$ cat src/sv/bftr_pkg.sv
// Shared types and constants of the bitmap font text rasterizer.
package bftr_pkg;

  localparam int MAX_TEXT_BYTES    = 40;
  localparam int GLYPH_ROWS        = 24;
  localparam int WIDE_FONT_BYTES   = 636192;
  localparam int NARROW_FONT_BYTES = 9216;

  // wide font: three bytes per glyph row, kept as three byte lanes of one word
  localparam int WIDE_WORDS   = WIDE_FONT_BYTES / 3;
  localparam int WIDE_AW      = $clog2(WIDE_WORDS);
  // narrow font: even and odd byte addresses in two banks
  localparam int NARROW_BANK  = NARROW_FONT_BYTES / 2;
  localparam int NARROW_AW    = $clog2(NARROW_BANK);
  localparam int NARROW_BW    = $clog2(NARROW_FONT_BYTES);

  // floor(x / 3) = (x * DIV3_RECIP) >> DIV3_SHIFT for any 20-bit x
  localparam logic [19:0] DIV3_RECIP = 20'd699051;
  localparam int          DIV3_SHIFT = 21;

  localparam logic [7:0] LEAD_THRESHOLD = 8'hA0;
  localparam logic [6:0] GRID_FIRST     = 7'd33;
  localparam logic [6:0] GRID_LAST      = 7'd126;
  localparam logic [6:0] GRID_SIZE      = 7'd94;
  localparam logic [5:0] COUNT_MAX      = 6'd63;

  localparam logic [1:0] FUNC_WIDE_LOAD   = 2'd0;
  localparam logic [1:0] FUNC_NARROW_LOAD = 2'd1;
  localparam logic [1:0] FUNC_TEXT        = 2'd2;

  localparam logic [1:0] REG_TEXT_COLOR   = 2'd0;
  localparam logic [1:0] REG_FRAME_WIDTH  = 2'd1;
  localparam logic [1:0] REG_FRAME_HEIGHT = 2'd2;

  localparam logic [31:0] TEXT_COLOR_RST   = 32'hFFFF_FFFF;
  localparam logic [12:0] FRAME_WIDTH_RST  = 13'd640;
  localparam logic [12:0] FRAME_HEIGHT_RST = 13'd24;

  localparam int ROW_W = $clog2(GLYPH_ROWS);

  typedef struct packed {
    logic [1:0]  func;
    logic [19:0] font_addr;
    logic [7:0]  font_byte;
    logic [7:0]  text_byte;
    logic        text_start;
  } in_req_t;

  typedef struct packed {
    logic [9:0]  pixel_x;
    logic [4:0]  pixel_y;
    logic [23:0] ink_bits;
    logic [23:0] write_mask;
    logic [31:0] fore_color;
    logic        last_row;
  } out_res_t;

  typedef struct packed {
    logic             decode;
    logic             issue;
    logic [ROW_W-1:0] row;
  } cmd_t;

  typedef struct packed {
    logic glyph;
    logic advance;
  } sts_t;

endpackage

$ cat src/sv/bftr_ctrl.sv
// Controller: request intake, decode step and glyph row sequencing.
module bftr_ctrl import bftr_pkg::*; (
  input  logic clk,
  input  logic rst_n,
  input  logic in_valid,
  output logic in_stall,
  input  sts_t sts,
  output cmd_t cmd
);

  localparam logic [1:0] ST_IDLE   = 2'd0;
  localparam logic [1:0] ST_DECODE = 2'd1;
  localparam logic [1:0] ST_EMIT   = 2'd2;

  localparam logic [ROW_W-1:0] LAST_ROW = ROW_W'(GLYPH_ROWS - 1);

  logic [1:0]       state_r, state_nxt;
  logic [ROW_W-1:0] row_r, row_nxt;
  logic             issue;

  assign issue = (state_r == ST_EMIT) && sts.advance;

  always_comb begin
    state_nxt = state_r;
    row_nxt   = row_r;
    case (state_r)
      ST_IDLE: begin
        if (in_valid) begin
          state_nxt = ST_DECODE;
        end
      end
      ST_DECODE: begin
        row_nxt   = '0;
        state_nxt = sts.glyph ? ST_EMIT : ST_IDLE;
      end
      ST_EMIT: begin
        if (issue) begin
          row_nxt = row_r + 1'b1;
          if (row_r == LAST_ROW) begin
            state_nxt = ST_IDLE;
          end
        end
      end
      default: begin
        state_nxt = ST_IDLE;
      end
    endcase
  end

  always_ff @(posedge clk) begin
    if (!rst_n) begin
      state_r <= ST_IDLE;
      row_r   <= '0;
    end else begin
      state_r <= state_nxt;
      row_r   <= row_nxt;
    end
  end

  assign in_stall   = (state_r != ST_IDLE);
  assign cmd.decode = (state_r == ST_DECODE);
  assign cmd.issue  = issue;
  assign cmd.row    = row_r;

endmodule

$ cat config.mk
export PLATFORM = sky130hd
export DESIGN_NAME = bftr_ctrl
export DESIGN_NICKNAME = d
export VERILOG_FILES = /design/src/sv/bftr_pkg.sv /design/src/sv/bftr_ctrl.sv
export SDC_FILE = /design/constraint.sdc
export NUM_CORES = 1
export LEC_CHECK = 0
export ABC_AREA = 1
export BUFFER_PORTS_ARGS = -buffer_cell sky130_fd_sc_hd__buf_2
export CAP_MARGIN = 25
export CORE_AREA = 2 2 39 41
export CTS_CLUSTER_SIZE = 14
export DETAILED_ROUTE_END_ITERATION = 6
export DIE_AREA = 0 0 41 43
export GPL_TIMING_DRIVEN = 0
export SKIP_LAST_GASP = 1
export SYNTH_ARGS = -nofsm -noshare
export SYNTH_HDL_FRONTEND = slang
export SYNTH_SLANG_ARGS = --single-unit
$ cat constraint.sdc
create_clock -name clk -period 1.1 [get_ports clk]
set_clock_uncertainty 0.15 [all_clocks]
set_input_delay 0 -clock clk [delete_from_list [all_inputs] [get_ports clk]]
set_output_delay 0 -clock clk [all_outputs]
set_load 0.05 [all_outputs]
---- Yosys cells after proc, flatten, opt, wreduce, memory -nomap -nowiden ----
Index checks and enable logic that the tools add are counted.
cells by class
  muxes and demuxes ....................... 7
  equal/unequal tests ..................... 6
  reduce and logical (&&, ||, !) cells .... 6
  $add $sub $neg .......................... 1
operators with widths
  cell                                                                      number
  5-bit one-hot mux with 2 select lines                                     1
  2-bit two-way mux                                                         4
  2-bit one-hot mux with 3 select lines                                     1
  5-bit by 1-bit adder with 5-bit output (second input constant)            1
  5-bit == test (second input constant)                                     1
  5-bit two-way mux                                                         1
  2-bit inequality test (second input constant)                             2
  2-bit nonzero test                                                        2
  3-bit AND reduction                                                       1
  2-bit by 1-bit == test with 1-bit output (second input constant)          1
  2-bit == test (second input constant)                                     1
  2-bit zero test                                                           1
  2-bit by 1-bit inequality test with 1-bit output (second input constant)  1
  2-bit AND reduction                                                       1
  1-bit logical AND                                                         1
storage, ports and cells
  logic and storage cells ................. 22
  input bits .............................. 5
  bits in registers ....................... 7
  output and inout bits ................... 8

---- Longest topological paths before layout ----
Gate-level depths: netlist of run 1.
  depth in word-level cells ............... 4
  depth in mapped cells ................... 6
  gate-level depth less buffers ........... 6

---- Worst setup path before layout of run 1 ----
Ideal clock, no wire load.
  path type ............................... flip-flop to flip-flop
  start point ............................. register row_r[0]
  end point ............................... register row_r[4]
  stages on the path, launching flop included .. 7
  setup time .............................. 0.113 ns
  path slack .............................. -0.467 ns
  data arrival time ....................... 1.304 ns
  clock period less this slack ............ 1.567 ns
  cell sequence ........................... dfxtp_1 ha_1 nand3_1 nor2_2 nand2_1 nand2_1 nor2_1
on the way
  longest elaborated chain between the ends .. 3
ends and longest elaborated chain
  item                                    line             text
  start: declaration                      bftr_ctrl.sv:18  logic [ROW_W-1:0] row_r, row_nxt;
  start signal: assignment                bftr_ctrl.sv:56  row_r <= row_nxt;
  5-bit by 1-bit adder with 5-bit output  bftr_ctrl.sv:38  row_nxt = row_r + 1'b1;
  5-bit two-way mux                       bftr_ctrl.sv:37  if (issue) begin
  5-bit one-hot mux with 2 select lines   bftr_ctrl.sv:26  case (state_r)
No other way between the ends. The select of a mux whose other input is x is not followed.
A chain may end at the register's enable or synchronous reset.

---- Worst setup path in the final report of run 1 ----
Same ends and word-level chain as after synthesis.

==> results of run 1 <==
==> synthesized netlist by cell type, drive strengths merged <==
master,n
a21boi,1
a21oi,3
buf,1
dfxtp,7
ha,1
inv,8
nand2,15
nand3,5
nor2,11
o21ai,2
==> metal layers <==
metal | routed length, um | share of wire
met1 | 409 | 0.42
met2 | 496 | 0.51
met3 | 47 | 0.048
met4 | 22 | 0.023
met5 | 0 | 0
==> cell families (layout without fill, tap and decap cells) <==
kind of cell | Yosys count | in the layout | share of synthesized area
AO/OA/AOI/OAI | 6 | 6 | 0.1019
adder cells (fa/ha/maj) | 1 | 1 | 0.03184
buffers and inverters | 9 | 30 | 0.1083
flip-flops | 7 | 7 | 0.3567
AND/OR/NAND/NOR | 31 | 31 | 0.4013
==> sequential cells by signal, indices dropped and copies added, names as in the netlist <==
name     cells
state_r      2
row_r        5
==> worst max-delay path, stage by stage (launching register included) <==
cell and delay, ns:
dfxtp_4 0.38, ha_4 0.16, nand3_2 0.10, nor2_4 0.12, nand2_1 0.05, nand2_1 0.05
nor2_1 0.03
==> stage by stage <==
stage	hold WS, ns	utilization	area [um^2]
6_report	-0.1221	0.4620	639.4
5_1_grt	-0.1173	0.4620	639.4
4_1_cts	-0.1323	0.4458	616.8
3_5_place_dp	0.08207	0.3662	506.7
3_3_place_gp	0.07880	0.3662	506.7
2_1_floorplan	-0.03686	-	426.7
==> worst paths after layout <==
check                              from                    end
setup / recovery  row_r[0]$_SDFFE_PN0P_  row_r[4]$_SDFFE_PN0P_
hold reg to reg   row_r[4]$_SDFFE_PN0P_  row_r[4]$_SDFFE_PN0P_
hold / removal                    rst_n  row_r[4]$_SDFFE_PN0P_
setup reg to reg  row_r[0]$_SDFFE_PN0P_  row_r[4]$_SDFFE_PN0P_
==> power groups by stage <==
stage                     sequential (uW)  clock, uW  combinational [uW]
after floorplan                       268          0                58.7
after global placement                264          0                85.1
after global routing                  260        262                 121
after detailed placement              265          0                84.8
after CTS                             260        238                 109
final                                 260        227                 114
==> repair_timing <==
item                                   4_1_cts  5_1_grt
endpoints found under the hold margin        7        5
gates cloned                                 0        0
setup endpoints to repair                    4        9
buffers inserted                             3        0
pin swaps                                    2        2
resized for setup                           12        7
==> final cells by class <==
class                   count  area share
flip-flops and latches      7      0.2485
repair buffers             18      0.2290
well taps                  16     0.03131
clock buffers               4     0.04110
multi-input cells          38      0.3914
inverters                   8     0.05871
==> results by group, run 1 <==
Run status
  • Status: complete, but fails checks
  • Failing checks: hold timing, setup timing

Clock network
  • CTS tree: yes
  • Clock sinks: 7
  • Worst-Skew Late Latency: 0.24 ns
  • Total clock buffers created by CTS: 3
  • Clock tree buffer depth: 2
  • H-tree lvl count: 1
  • Clock root buffer: clkbuf_4
  • Clock-pin transition on the worst setup and hold timing paths: 0.05 ns
  • # hold bufs at CTS: 3

Finish
  • Register Area: between 150 and 200 um^2
  • Leading cell types in the layout, fill and taps excluded: nand2_1, buf_2, nor2_1, inv_1, dfxtp_4
  • FILL cells: 135
  • Post-layout net count: 82
  • Multi-input logic area: 250.2 um^2
  • Most common cell after layout, fill and taps aside: nand2_1
  • Area delta synth->final: 62.74%
  • Non-Filler Instances: 91
  • Diode count: 0
  • Share of layout cells above drive strength 1: 0.5867

Logic synthesis
  • Largest cells by area after synthesis: dfxtp_1, nand2_1, nor2_1, nor2_2, nand3_1
  • Mapped Nets: 60
  • Post-synthesis instance total: 54
  • Number of synthesized register bits: 7
  • Post-synth top area cell: dfxtp_1
  • Mapped cell area: 392.9 um^2
  • Netlist cell types: 18
  • Top-area cell type share of the netlist area: 0.3567
  • Seq/Total Area, Yosys: 0.3567
  • Syn avg cell area: between 7 and 8 um^2
  • Yosys warns: 0

Timing
  • Finish-stage setup viols: 3
  • WHS: -0.1221 ns
  • Achievable Freq: slightly below 0.9 GHz
  • Period utilization: 1.042
  • Final Max Tran Viols: 0
  • RSZ-0062 raised after global routing: true
  • Post-route setup slack: -0.04655 ns
  • Setup TNS: -0.09742 ns
  • Worst-Margin Slew: 0.2494 ns
  • Slew HR: 0.8349
  • Final-report hold violation count: 5
  • Post-route minimum period: about 1.1 ns

Detailed routing
  • Remaining DRCs: 0
  • Drt pass-1 iters: 4
  • Vias per cell: about 4.3
  • Initial drt markers: 10
  • Routed WL: 975 um
  • Routed Antenna Nets: 0
  • WL per Instance: 10.71 um
  • Via count: 395

Die
  • Horiz. Die Dim: 41 um
  • Core Area: 1384 um^2
  • I/O pin cnt: 13
  • Initial Util: 0.2839
  • Full die area: 1763 um^2
  • Die Y: about 43 um
  • FP Rows: 14

Power
  • Static leakage: 0.0002747 uW
  • Total power draw: 600.6 uW
  • Power Density: 939.4 nW/um^2
  • Sequential share of power: 0.433
  • Sw Ratio: 0.2726
  • Clk pwr share: 0.378
  • P_int: 436.9 uW
  • Switch Pwr: roughly 160 uW
  • Max VDD drop: 525.9 uV
  • Comb power frac: 0.189

Placed design
  • Post-DP HPWL: 604.9 um
  • I/O Buffers: 12
  • GP Congestion: 0.7438
  • Placed cell count: 82
  • Dpl ws: -0.03473 ns

Global routing
  • Largest net degree at the start of global routing: 7
  • Top Usage Layer GRT: met2
  • Met1 usage: 0.1218
  • Met3 Track Usage GR: 0.03141
  • Vias in the first global route: 353
  • Global routing usage on met2: 0.1844
  • Initial antenna violation count: 0
  • Grt ovf: 0
  • Total Routing Usage GR: 0.1153
  • First-pass GRT wire length: about 1300 um

Setup path
  • Critical Path RT: 1.09 ns
  • R2R Setup Slk: -0.05 ns
  • WP data arrival: 1.14 ns
  • Reg2reg path depth: 6
  • Kind of end point of the critical path: flop
  • Crit path kind: reg -> reg
  • Critical Path Fanout Max: 5
  • Critical path launch point type: flop

Worst hold path
  • HP Class: in -> reg
  • Worst hold stages: 3

Flow run
  • Max Cap Viol: 0
(Power assumes the default switching activity.)
==> run 2: changes to the inputs <==
--- a/config.mk
+++ b/config.mk
@@ -13,6 +13,7 @@
 export DETAILED_ROUTE_END_ITERATION = 6
 export DIE_AREA = 0 0 41 43
 export GPL_TIMING_DRIVEN = 0
+export SETUP_SLACK_MARGIN = 0.15
 export SKIP_LAST_GASP = 1
 export SYNTH_ARGS = -nofsm -noshare
 export SYNTH_HDL_FRONTEND = slang
==> run 2 against run 1 <==
The flow finishes with violations (setup timing). Critical path depth decreased by 1. Final area is 24% higher. Die area unchanged. Non-clock buffer count up 8. Worst setup slack worse by 0.019 ns. Combinational power up 27%. Global-route usage up 1.1 points. Register-to-register slack about the same. Flip-flop and latch count is the same. Total power is 5.8% higher. Clock-buffer cell count did not move. Critical path type is now reg -> out. Largest cell class is now non-clock buffers. Largest power group unchanged.
==> results by group, run 2 (same netlist as run 1, synthesis figures left out) <==
Run status
  • Status: complete, but fails checks
  • Failing checks: setup timing

Detailed routing
  • Routed WL: 1037 um (+6.4%)
  • Via count: 432 (+9.4%)
  • Drt pass-1 iters: 4 (unchanged)
  • Remaining DRCs: 0 (unchanged)
  • Routed Antenna Nets: 0 (unchanged)
  • Vias per cell: 4.364 (+0.53%)
  • Initial drt markers: 1 (-9)
  • WL per Instance: 10.47 um (-2.2%)

Die
  • Horiz. Die Dim: 41 um (unchanged)
  • Initial Util: 0.2839 (unchanged)
  • Full die area: 1763 um^2 (unchanged)
  • Core Area: 1384 um^2 (unchanged)
  • Die Y: 43 um (unchanged)
  • FP Rows: 14 (unchanged)
  • I/O pin cnt: 13 (unchanged)

Timing
  • Period utilization: 1.059 (+0.01709)
  • RSZ-0062 raised after global routing: true
  • Achievable Freq: 0.8581 GHz (-1.6%)
  • Post-route setup slack: -0.06534 ns (-0.01880 ns)
  • Final Max Tran Viols: 0 (unchanged)
  • Worst-Margin Slew: 0.1907 ns (-0.05878 ns)
  • Slew HR: 0.8716 (+0.03670)
  • Finish-stage setup viols: 6 (+3)
  • Final-report hold violation count: 0 (-5)
  • Setup TNS: -0.2138 ns (-0.1164 ns)
  • Post-route minimum period: 1.165 ns (+0.01880 ns)

Clock network
  • Worst-Skew Late Latency: 0.25 ns (about the same)
  • CTS tree: yes
  • Clock tree buffer depth: 2 (unchanged)
  • Clock-pin transition on the worst setup and hold timing paths: 0.05 ns (about the same)
  • Clock sinks: 7 (unchanged)
  • Total clock buffers created by CTS: 3 (unchanged)
  • H-tree lvl count: 1 (unchanged)
  • Clock root buffer: clkbuf_4

Setup path
  • Most used cell, CP: inv_4
  • Top cell family by delay on the critical path: flip-flops
  • Critical path launch point type: flop
  • Critical Path Slowest Stage Cell: dfxtp_4
  • Kind of end point of the critical path: output port
  • Critical Path Fanout Max: 2 (-3)
  • Critical Path RT: 0.95 ns (-0.14 ns)
  • WP data arrival: 1.02 ns (-0.12 ns)
  • Critical Path, Cell by Cell: inv_4 > nand3_4 > inv_4 > buf_6 > buf_8
  • Buffers & Inverters on Critical Path: 4 (+4)
  • Delay of the slowest critical-path stage: 0.35 ns (-0.03 ns)
  • Crit path kind: reg -> out

Power
  • Static leakage: 0.0003312 uW (+21%)
  • Power Density: 800.8 nW/um^2 (-15%)
  • Total power draw: 635.3 uW (+5.8%)
  • Max VDD drop: 376.7 uV (-28%)

Finish
  • Largest register FFs: 5 (unchanged)
  • Area delta synth->final: 101.9%
  • Top reg by flops: row_r
  • Most common cell after layout, fill and taps aside: nand2_1
  • Largest regs: row_r x5, state_r x2
  • Non-Filler Instances: 99 (+8.8%)
  • Leading cell types in the layout, fill and taps excluded: nand2_1, buf_6, buf_8, nor2_1, dfxtp_4
  • Multi-input logic area: 271.5 um^2 (+8.5%)
  • Share of layout cells above drive strength 1: 0.6627 (+0.07598)
  • Diode count: 0 (unchanged)
  • Fin area: 793.3 um^2 (+24%)
  • Register Area: 163.9 um^2 (+3.1%)
  • FILL cells: 127 (-5.9%)
  • Post-layout net count: 90 (+9.8%)

Placed design
  • Placed cell count: 82 (unchanged)
  • I/O Buffers: 12 (unchanged)
  • Post-DP HPWL: 621.2 um (+2.7%)
  • GP Congestion: 0.7648 (+2.8%)
  • Area post-placement: 514.2 um^2 (+1.5%)

Global routing
  • Vias in the first global route: 354 (+0.28%)
  • Largest net degree at the start of global routing: 7 (unchanged)
  • First-pass GRT wire length: 1435 um (+7.2%)
  • Grt ovf: 0 (unchanged)
  • Initial antenna violation count: 0 (unchanged)
  • Total Routing Usage GR: 0.1264 (+0.01103)

Worst hold path
  • HP Class: in -> reg

Flow run
  • Max Cap Viol: 0 (unchanged)
run 2: cell count changes in the layout (fill, tap and decap cells not counted), sizes merged:
cell | previous run | this run
buf | 15 | 23
run 2: power breakdown:
group	switching [uW]	internal [uW]
clock network	95.5	139
registers	7.54	248
logic	76.4	69.1
run 2: worst paths after layout:
check / start / end / slack [ns] / depth (start not counted)
setup / recovery: state_r[0]$_SDFFE_PN0P_ / cmd[5] / -0.07 / 5
hold / removal: sts[0] / state_r[1]$_SDFFE_PN0P_ / 0.05 / 6
setup reg to reg: row_r[0]$_SDFFE_PN0P_ / row_r[4]$_SDFFE_PN0P_ / -0.04 / 6
hold reg to reg: row_r[2]$_SDFFE_PN0P_ / row_r[2]$_SDFFE_PN0P_ / 0.38 / 2
run 2: per-stage QoR:
| stage | utilization | worst slack (ns) | hold WS (ns) |
|---|---|---|---|
| 5_1_grt | 0.5732 | -0.1049 | 0.1061 |
| 3_5_place_dp | 0.3716 | -0.04856 | 0.07652 |
| 4_1_cts | 0.5072 | -0.07176 | 0.03561 |
| 2_1_floorplan | - | -0.07780 | -0.03826 |
| 6_report | 0.5732 | -0.06534 | 0.05192 |
| 3_3_place_gp | 0.3716 | -0.03945 | 0.07165 |
run 2: worst min-delay path: cells and delay by family:
family          cells  cell delay, ns
simple gates        4            0.26
buf+inv             1            0.11
compound gates      1            0.05
run 2: layout make-up:
cell class,count,area share
Sequential cell,7,0.2066
Inverter,8,0.05047
Clock buffer,4,0.03312
Multi-Input combinational cell,38,0.3423
Tap cell,16,0.02524
Buffer,1,0.01420
Timing Repair Buffer,25,0.3281
run 2: metal layers:
metal / routed length [um] / share of wire / GRT usage / up-vias
met4: 34 / 0.033 / 0.1200 / 0
li1: - / - / - / 225
met2: 531 / 0.51 / 0.1875 / 11
met1: 434 / 0.42 / 0.1442 / 192
met3: 36 / 0.035 / 0.01571 / 4
met5: 0 / 0 / 0 / -
run 2: what timing repair did:
action,4_1_cts,5_1_grt
endpoints found under the setup margin,14,14
endpoints found under the hold margin,7,0
pin swaps,4,3
gates resized for setup,27,15
setup buffers,6,4
hold buffers,3,0
